`config.mk`:
```
export PLATFORM = sky130hd
export DESIGN_NAME = three_axis_stepper_sequencer
export DESIGN_NICKNAME = d
export VERILOG_FILES = /design/src/rtl/tss_pkg.sv /design/src/rtl/three_axis_stepper_sequencer.sv
export SDC_FILE = /design/constraint.sdc
export NUM_CORES = 1
export LEC_CHECK = 0
export ABC_AREA = 1
export BUFFER_PORTS_ARGS = -buffer_cell sky130_fd_sc_hd__buf_2
export CELL_PAD_IN_SITES_DETAIL_PLACEMENT = 2
export CELL_PAD_IN_SITES_GLOBAL_PLACEMENT = 2
export CORE_MARGIN = 2
export CORE_UTILIZATION = 30
export CTS_CLUSTER_SIZE = 40
export DETAILED_ROUTE_END_ITERATION = 6
export GPL_ROUTABILITY_DRIVEN = 0
export PLACE_DENSITY = 0.61
export REMOVE_ABC_BUFFERS = 1
export SYNTH_ARGS = -nofsm -noshare
export SYNTH_HDL_FRONTEND = slang
export SYNTH_SLANG_ARGS = --single-unit
export TNS_END_PERCENT = 5
```
`constraint.sdc`:
```
create_clock -name clk -period 7.7 [get_ports clk]
set_clock_uncertainty 0.1 [all_clocks]
set_input_delay 1.155 -clock clk [delete_from_list [all_inputs] [get_ports clk]]
set_output_delay 1.155 -clock clk [all_outputs]
set_load 0.01 [all_outputs]
```
`src/rtl/tss_pkg.sv`:
```
package tss_pkg;

  typedef enum logic {
    OP_TICK = 1'b0,
    OP_ADD  = 1'b1
  } op_t;

  typedef struct packed {
    logic               operation;
    logic [1:0]         axis;
    logic signed [15:0] steps;
  } cmd_t;

  typedef struct packed {
    logic [5:0] coil_pattern;
    logic       idle;
  } res_t;

  localparam int LATCH_PAIRS = 3;

  function automatic logic [1:0] gray_code(input logic [1:0] phase);
    logic [1:0] code;
    case (phase)
      2'd0:    code = 2'd0;
      2'd1:    code = 2'd1;
      2'd2:    code = 2'd3;
      2'd3:    code = 2'd2;
      default: code = 2'd0;
    endcase
    return code;
  endfunction

endpackage

```
`src/rtl/three_axis_stepper_sequencer.sv`:
```
// A tick beat moves from S_IDLE to S_FINISH, which registers its result once no held result is stalled.
// A command beat for a valid axis passes through S_ADD and S_SCAN, then, for each axis,
// S_DIV_LOAD and, when its remaining count is non-zero, S_DIV_RUN, where the one shared
// bit-serial divider works out each period in turn; it then ends in S_FINISH.
// Throughput: one beat at a time; the next beat is taken while a result awaits collection.
// Reset clears every count, phase, counter and the coil latch, and sets every period to 1.
module three_axis_stepper_sequencer
  import tss_pkg::*;
#(
  parameter int AXIS_COUNT  = 3,
  parameter int COUNT_WIDTH = 16
) (
  input  logic clk,
  input  logic rst,
  input  logic cmd_valid,
  output logic cmd_stall,
  input  cmd_t cmd,
  output logic res_valid,
  input  logic res_stall,
  output res_t res
);

  localparam int CW    = COUNT_WIDTH;
  localparam int IDX_W = (AXIS_COUNT > 1) ? $clog2(AXIS_COUNT) : 1;
  localparam int SUM_W = ((CW > 16) ? CW : 16) + 1;
  localparam int BIT_W = $clog2(CW + 1);
  localparam int PAD   = (AXIS_COUNT > LATCH_PAIRS) ? AXIS_COUNT : LATCH_PAIRS;
  localparam logic [IDX_W-1:0] LAST_IDX = IDX_W'(AXIS_COUNT - 1);
  localparam logic signed [SUM_W-1:0] SAT_HI =
    {{(SUM_W - CW + 1){1'b0}}, {(CW - 1){1'b1}}};
  localparam logic signed [SUM_W-1:0] SAT_LO = ~SAT_HI;

  typedef enum logic [2:0] {
    S_IDLE,
    S_ADD,
    S_SCAN,
    S_DIV_LOAD,
    S_DIV_RUN,
    S_FINISH
  } state_t;

  function automatic logic [CW-1:0] magnitude(input logic [CW-1:0] v);
    return v[CW-1] ? (~v + 1'b1) : v;
  endfunction

  state_t state;
  logic [IDX_W-1:0] idx;
  logic signed [15:0] add_steps;
  logic [1:0] phase [AXIS_COUNT];
  logic signed [CW-1:0] remaining [AXIS_COUNT];
  logic [CW-1:0] counter [AXIS_COUNT];
  logic [CW-1:0] period [AXIS_COUNT];
  logic [5:0] coil_latch;
  logic [CW-1:0] top;
  logic [CW-1:0] divisor;
  logic [CW-1:0] partial;
  logic [CW-1:0] quotient;
  logic [BIT_W-1:0] bits_left;

  logic [CW-1:0] cur_mag;
  logic signed [SUM_W-1:0] sum;
  logic signed [CW-1:0] sat_sum;
  logic [CW:0] shifted;
  logic [CW:0] trial;
  logic [CW-1:0] partial_next;
  logic [CW-1:0] quotient_next;
  logic all_idle;
  logic is_last;

  logic [1:0] tick_phase [AXIS_COUNT];
  logic signed [CW-1:0] tick_rem [AXIS_COUNT];
  logic [CW-1:0] tick_cnt [AXIS_COUNT];
  logic [PAD-1:0] fire_pad;
  logic [1:0] code_pad [PAD];
  logic [5:0] latch_next;

  assign cmd_stall = (state != S_IDLE);
  assign cur_mag   = magnitude(remaining[idx]);
  assign is_last   = (idx == LAST_IDX);

  always_comb begin
    sum = SUM_W'(remaining[idx]) + SUM_W'(add_steps);
    if (sum > SAT_HI) begin
      sat_sum = CW'(SAT_HI);
    end else if (sum < SAT_LO) begin
      sat_sum = CW'(SAT_LO);
    end else begin
      sat_sum = CW'(sum);
    end
  end

  always_comb begin
    shifted = {partial, quotient[CW-1]};
    trial   = shifted - {1'b0, divisor};
    if (!trial[CW]) begin
      partial_next  = trial[CW-1:0];
      quotient_next = {quotient[CW-2:0], 1'b1};
    end else begin
      partial_next  = shifted[CW-1:0];
      quotient_next = {quotient[CW-2:0], 1'b0};
    end
  end

  always_comb begin
    logic [CW-1:0] inc;
    logic [1:0] back;
    fire_pad = '0;
    for (int p = 0; p < PAD; p++) begin
      code_pad[p] = 2'd0;
    end
    all_idle = 1'b1;
    for (int a = 0; a < AXIS_COUNT; a++) begin
      inc           = counter[a] + 1'b1;
      back          = phase[a] - 2'd1;
      tick_phase[a] = phase[a];
      tick_rem[a]   = remaining[a];
      tick_cnt[a]   = counter[a];
      if (remaining[a] != '0) begin
        all_idle = 1'b0;
        if (inc < period[a]) begin
          tick_cnt[a] = inc;
        end else begin
          tick_cnt[a] = '0;
          fire_pad[a] = 1'b1;
          if (!remaining[a][CW-1]) begin
            code_pad[a]   = gray_code(phase[a]);
            tick_phase[a] = phase[a] + 2'd1;
            tick_rem[a]   = remaining[a] - 1'b1;
          end else begin
            code_pad[a]   = gray_code(back);
            tick_phase[a] = back;
            tick_rem[a]   = remaining[a] + 1'b1;
          end
        end
      end
    end
    latch_next = coil_latch;
    for (int p = 0; p < LATCH_PAIRS; p++) begin
      if (fire_pad[p]) begin
        latch_next[2*p +: 2] = code_pad[p];
      end
    end
  end

  always_ff @(posedge clk) begin
    if (rst) begin
      state      <= S_IDLE;
      res_valid  <= 1'b0;
      coil_latch <= '0;
      idx        <= '0;
      for (int a = 0; a < AXIS_COUNT; a++) begin
        phase[a]     <= '0;
        remaining[a] <= '0;
        counter[a]   <= '0;
        period[a]    <= CW'(1);
      end
    end else begin
      if (res_valid && !res_stall && state != S_FINISH) begin
        res_valid <= 1'b0;
      end
      case (state)
        S_IDLE: begin
          if (cmd_valid) begin
            add_steps <= cmd.steps;
            if (cmd.operation == OP_TICK) begin
              for (int a = 0; a < AXIS_COUNT; a++) begin
                phase[a]     <= tick_phase[a];
                remaining[a] <= tick_rem[a];
                counter[a]   <= tick_cnt[a];
              end
              coil_latch <= latch_next;
              state      <= S_FINISH;
            end else if (32'(cmd.axis) < AXIS_COUNT) begin
              idx   <= IDX_W'(cmd.axis);
              state <= S_ADD;
            end else begin
              state <= S_FINISH;
            end
          end
        end
        S_ADD: begin
          remaining[idx] <= sat_sum;
          top            <= '0;
          idx            <= '0;
          state          <= S_SCAN;
        end
        S_SCAN: begin
          if (cur_mag > top) begin
            top <= cur_mag;
          end
          if (is_last) begin
            idx   <= '0;
            state <= S_DIV_LOAD;
          end else begin
            idx <= idx + 1'b1;
          end
        end
        S_DIV_LOAD: begin
          counter[idx] <= '0;
          if (cur_mag == '0) begin
            period[idx] <= CW'(1);
            if (is_last) begin
              state <= S_FINISH;
            end else begin
              idx <= idx + 1'b1;
            end
          end else begin
            divisor   <= cur_mag;
            partial   <= '0;
            quotient  <= top;
            bits_left <= BIT_W'(CW);
            state     <= S_DIV_RUN;
          end
        end
        S_DIV_RUN: begin
          partial   <= partial_next;
          quotient  <= quotient_next;
          bits_left <= bits_left - 1'b1;
          if (bits_left == BIT_W'(1)) begin
            period[idx] <= quotient_next;
            if (is_last) begin
              state <= S_FINISH;
            end else begin
              idx   <= idx + 1'b1;
              state <= S_DIV_LOAD;
            end
          end
        end
        S_FINISH: begin
          if (!res_valid || !res_stall) begin
            res_valid        <= 1'b1;
            res.coil_pattern <= coil_latch;
            res.idle         <= all_idle;
            state            <= S_IDLE;
          end
        end
        default: begin
          state <= S_IDLE;
        end
      endcase
    end
  end

endmodule
```
==> results of run 1 <==
-- state kept, by name, summed over array words and instances (netlist names), named ones only --
name / flops
bits_left: 5
top: 16
res: 7
res_valid: 1
quotient: 16
counter: 48
idx: 2
period: 48
divisor: 16
partial: 16
remaining: 64
state: 3
phase: 6
add_steps: 16
coil_latch: 6
-- worst reg2reg max path, cell delays in order, from the launching register on --
cell and delay [ps]:
dfxtp_1 300, buf_4 320, inv_4 230, nand2_1 110, nand3_1 90, nand2_2 160, inv_2 80, ha_1 220
fa_1 440, nand3_1 120, nand2_1 100, a21oi_2 210, o21ai_2 100, a21boi_2 200, o21ai_2 100, nand2_1 110
nand3_1 90, nand2_2 150, nand2_1 590, nand3_1 280, nand2_1 160, nand2_1 100, nand2_1 60
-- layer usage --
layer  track usage  part of all wire  vias to the layer above
li1              -                 -                     7292
met1         0.262              0.45                     7425
met2         0.379              0.51                      147
met3        0.0280             0.025                       57
met4        0.0475             0.020                        0
met5             0                 0                        -
-- per-stage QoR --
step / power, mW / instances
3_3_place_gp: 5.65 / 2932
2_1_floorplan: 4.45 / 2115
3_5_place_dp: 5.80 / 2932
4_1_cts: 7.61 / 3000
5_1_grt: 8.09 / 3000
6_report: 7.48 / 3000
-- cell usage in the layout, fill, tap and decap left out, types with 5 or more instances in the layout --
master,instances
clkinv_1,9
o21ai_0,121
nand3_2,9
nand2_2,20
clkinv_2,11
a211oi_1,9
nand3_1,126
dfxtp_1,62
o21ai_1,13
inv_2,12
or2_2,14
nor3_1,19
nor4_1,11
buf_4,13
fa_1,5
nand3b_1,10
ha_1,159
xor2_1,51
clkbuf_1,5
nand2_1,532
nor2_1,173
nor2_4,6
a21oi_1,192
nor2_2,10
clkbuf_16,39
nand4_1,15
xnor2_1,22
inv_1,265
edfxtp_1,210
buf_2,31
-- cell usage after synthesis, types with 12 or more instances --
cell	instances
ha_1	159
nor3_1	20
o21ai_0	123
clkbuf_1	27
inv_2	12
nand2_2	20
nand2_1	532
xor2_1	51
nand3_1	126
edfxtp_1	210
nor2_1	181
xnor2_1	22
a21oi_1	192
inv_1	265
or2_2	14
dfxtp_1	62
nand4_1	15
-- worst paths after layout --
path                 startpoint               to  slack (ps)
setup reg to reg      flip-flop  remaining[1][3]        3020
hold / removal    coil_latch[1]           res[2]         340
setup / recovery      flip-flop  remaining[1][3]        3020
hold reg to reg   coil_latch[1]           res[2]         340
-- where the power goes --
part	switching, mW	leakage (nW)	internal (mW)
Combinational	2.59	5.62	1.01
Clock	0.724	0.600	1.03
Sequential	0.188	2.54	1.94
-- cells by family (layout without fill, tap and decap cells) --
logic type | Yosys count | in the layout | synth area share
buffers and inverters | 329 | 394 | 0.0749
xor gates and xnor gates | 73 | 73 | 0.0361
AOI/OAI and AO/OA | 366 | 366 | 0.110
DFF | 272 | 272 | 0.427
and+or+nand+nor | 958 | 958 | 0.234
adders and majority gates | 164 | 164 | 0.118
-- layout make-up --
cell class | count | area, sq um
clock buffers | 44 | 995
inverters | 282 | 1060
flip-flops and latches | 272 | 7550
clock inverters | 24 | 213
well taps | 773 | 967
multi-input cells | 1561 | 8850
fillers | 6649 | 38800
repair buffers | 44 | 253
==> impl_metrics.tcl, run 1 <==
set metrics [dict create \
    drc_errors 0 \
    hold_ws_ps 338 \
    clock_path_buffers 3 \
    critPathTopFamily "simple AND/OR/NAND/NOR gates" \
    cts_max_level 2 \
    dp_hpwl_mm 47.7 \
    yosysTopAreaCell "edfxtp_1" \
    holdPathStages 0 \
    critPathBufInv 3 \
    ys.flop_type "edfxtp_1" \
    rows 89 \
    vias_per_cell 4.97 \
    setup_ws_ps 3020 \
    slowest_stage "nand2_1" \
    die_h_microns 247 \
    max_stage_delay_ps 590 \
    fin_crit_ps 4680 \
    cts_tree "done" \
    max-slew-margin-rel 0.198 \
    area_growth_pct 12.4 \
    drive_gt1_frac 0.0853 \
    rsz0062_at_grt "no" \
    cap_violations 0 \
    critPathKind "reg -> reg" \
    finalHoldViolCount 0 \
    drv_slew 0 \
    drtIter0Drc 518 \
    syn-cell-area_sq_um 17700 \
    start_kind "flip-flop" \
    cts_hold_buffers 0 \
    avgSynthCellArea_sq_um 8.18 \
    irDropWorstVdd_v 0.000237 \
    ant_nets 0 \
    post_cts_buffers 0 \
    clk_pin_slew_worst_paths_ps 60 \
    die-width_microns 247 \
    ys_seq_area_frac 0.427 \
    cp_data_arrival_time_ps 4880 \
    place_area_sq_um 18700 \
    cts-root-buf "clkbuf_16" \
    stdcell_area_sq_um 19900 \
    leakage_nw 8.76 \
    wl_per_cell_microns 20.8 \
    yosysTopAreaCellShare 0.356 \
    port-buffer-count 31 \
    cts.sinks 272 \
    crit_top_cell "nand2_1" \
    dpl_worst_slack_ps 2960 \
    die_area_sq_um 60900 \
    cts_resized 0 \
    synth_edf_count 210 \
    routed_wl_mm 62.4 \
    period_share 0.608 \
    synth_cell_types 51 \
    tightest_slew_ps 1200 \
    p_per_area_nw_per_um2 376 \
    grt_max_degree 46 \
    grt_pass1_wl_mm 97.6 \
    tns_ps 0 \
    grt_overflow 0 \
    grt_use_total 0.209 \
    worstSetupEndpointType "flip-flop" \
    numCtsBuffers 38 \
    grt_pass1_vias 16500 \
    clock_latency_ps 570 \
    path_depth 22 \
    worst-path-max-fanout 35 \
    ys_top_cells_by_area "edfxtp_1 (36%), nand2_1 (11%), ha_1 (11%)" \
    worst-r2r-cell-count 22 \
    postSynth.asyncResetShare 0 \
    crit_chain "buf_4, inv_4, nand2_1, nand3_1, nand2_2, inv_2, ha_1, fa_1, nand3_1, nand2_1, a21oi_2, o21ai_2, a21boi_2, o21ai_2, nand2_1, nand3_1, nand2_2, nand2_1, nand3_1, nand2_1, nand2_1, nand2_1" \
    timing.fmax_ghz 0.214 \
    initial_core_util 0.302 \
    syn_inst 2162 \
    post-route-util 0.339 \
    outcome "completed" \
    setup_viol 0 \
    ys_ff_latch 272 \
    ys_warn_count 0 \
    core_area_sq_um 58700 \
    antenna_cells 0 \
    hold_path.class "reg -> reg" \
    required_ps 7900 \
    firstDrtPassIters 5 \
    nNetsFinal 2386 \
    pin_count 32 \
    via_count 14900 \
    antenna_found_initial 0 \
]
No activity file was read; power rests on OpenSTA's default activity.
==> run 2: changes to the inputs <==
Settings changed: PLACE_DENSITY 0.61 to 0.64.
Clock period 7.7 ns to 4 ns, I/O delays scaled along.
==> impl_metrics.tcl, run 2 (same netlist as run 1, synthesis figures left out) <==
set metrics [dict create \
    outcome "completed" \
    tightest_slew_ps 823 \
    routed_wl_mm 63.4 \
    grt_overflow 0 \
    drv_slew 0 \
    wl_per_cell_microns 20.3 \
    clock_latency_ps 560 \
    die_h_microns 247 \
    worstSetupEndpointType "flip-flop" \
    antenna_cells 0 \
    grt_max_degree 46 \
    drc_errors 0 \
    start_kind "flip-flop" \
    grt_pass1_vias 17200 \
    max_stage_delay_ps 380 \
    antenna_found_initial 0 \
    hold_path.class "in -> reg" \
    drive_gt1_frac 0.131 \
    max-slew-margin-rel 0.449 \
    leakage_nw 9.34 \
    finalHoldViolCount 0 \
    die-width_microns 247 \
    vias_per_cell 4.97 \
    holdPathEnd "add_steps[0]" \
    setup_viol 0 \
    holdPathStages 1 \
    die_area_sq_um 60900 \
    largest_reg_flops 64 \
    grt_use_total 0.211 \
    critPathTopFamily "simple AND/OR/NAND/NOR gates" \
    r2r_end "remaining[0][6]" \
    cap_violations 0 \
    p_per_area_nw_per_um2 751 \
    drt-met1-wl_mm 27.7 \
    rsz0062_at_grt "yes" \
    cts_max_level 2 \
    ant_nets 0 \
    layout_commonest_cell "nand2_1" \
    clock_path_buffers 3 \
    r2r_setup_slack_ps 260 \
    cts_tree "done" \
    firstDrtPassIters 4 \
    grt_pass1_wl_mm 99.0 \
    top_layer "met4" \
    cts-root-buf "clkbuf_16" \
    drtIter0Drc 672 \
    initial_core_util 0.302 \
    fin_crit_ps 3740 \
    rows 89 \
    critPathBufInv 2 \
    nFillCells 6682 \
    clk_pin_slew_worst_paths_ps 60 \
    tns_ps 0 \
    irDropWorstVdd_v 0.000384 \
    crit_chain "nand2_1, nor2_2, nand3_2, nor3_4, nand3_2, nor2_2, nand3_1, nor2_1, xor2_1, ha_1, a21oi_1, o21ai_0, a21oi_1, nand2_1, inv_1, o21ai_0, buf_4, or2_4" \
    required_ps 4190 \
    port-buffer-count 31 \
    slowest_stage "dfxtp_1" \
    nNetsFinal 2503 \
    final_cell_mix "nand2_1 (526), inv_1 (265), edfxtp_1 (210)" \
    via_count 15500 \
    final_cells 3119 \
    worst-path-max-fanout 8 \
    critPathKind "reg -> reg" \
    wl_met3_mm 1.93 \
    r2r-start "counter[0][2]" \
    dp_hpwl_mm 49.3 \
    core_area_sq_um 58700 \
    route.met2.wl_mm 32.1 \
    pin_count 32 \
    finalPower_mw 15.7 \
    cts_hold_buffers 0 \
    area_growth_pct 17.9 \
    largestRegisters "remaining x64, counter x48, period x48" \
    cts.sinks 272 \
    numCtsBuffers 38 \
    largest-register "remaining" \
    dpl.cell_count 3047 \
    timing.fmax_ghz 0.267 \
    period_share 0.936 \
    worst-r2r-cell-count 18 \
    worstHoldStart "cmd[0]" \
    cp_data_arrival_time_ps 3930 \
]
## run 2: worst reg2reg max path, delay by kind of cell, from the launching register on
family	cells	cell delay (ps)
xor gates and xnor gates	1	260
and+or+nand+nor	10	1560
buffers and inverters	2	350
AOI/OAI and AO/OA	4	520
adders and majority gates	1	300
DFF	1	380
## run 2: area by class of cell
type | count | area [sq um] | share of cell area
clock buffer | 57 | 1080 | 0.0520
multi-input combinational | 1562 | 8910 | 0.427
tap | 773 | 967 | 0.0464
clock inverter | 13 | 77.6 | 0.00372
inverter | 282 | 1060 | 0.0510
timing repair buffer | 160 | 1200 | 0.0577
sequential | 272 | 7550 | 0.362
## run 2: worst max path at each step
stage / start / endpoint / slack, ps / cells after the start
CTS: counter[0][0] / remaining[0][6] / 20 / 18
finish: counter[0][2] / remaining[0][6] / 260 / 18
global placement: flip-flop / top[0] / -30 / 19
detailed placement: flip-flop / top[3] / -220 / 19
floorplan: flip-flop / top[0] / -550 / 19
global route: counter[0][2] / remaining[0][2] / -20 / 18
## run 2: what timing repair did
| item | in CTS | in global routing |
|---|---|---|
| setup endpoints to repair | 32 | 109 |
| pin swaps | 0 | 4 |
| gates cloned | 0 | 1 |
| gates resized for setup | 2 | 20 |
| endpoints found under the hold margin | 0 | 0 |
| setup buffers | 0 | 1 |
## run 2: per-layer routing
layer	vias up	track usage
li1	7523	-
met1	7702	0.260
met2	172	0.380
met3	93	0.0308
met4	0	0.0627
met5	-	0
## run 2: power by group
| group | switching, mW | internal, mW | total (mW) |
|---|---|---|---|
| logic | 5.61 | 2.78 | 8.38 |
| registers | 0.306 | 3.72 | 4.03 |
| clock network | 1.37 | 1.87 | 3.24 |
| total | 7.28 | 8.38 | 15.7 |
## run 2: through the flow
step	hold WS [ps]	setup WS (ps)	utilization	cell area, sq um
after floorplan	303	-553	-	17400
after global placement	317	-34.9	0.334	19600
after global routing	80.3	-16.2	0.355	20900
after CTS	72.1	15.3	0.354	20800
final	112	257	0.355	20900
after detailed placement	318	-216	0.334	19600
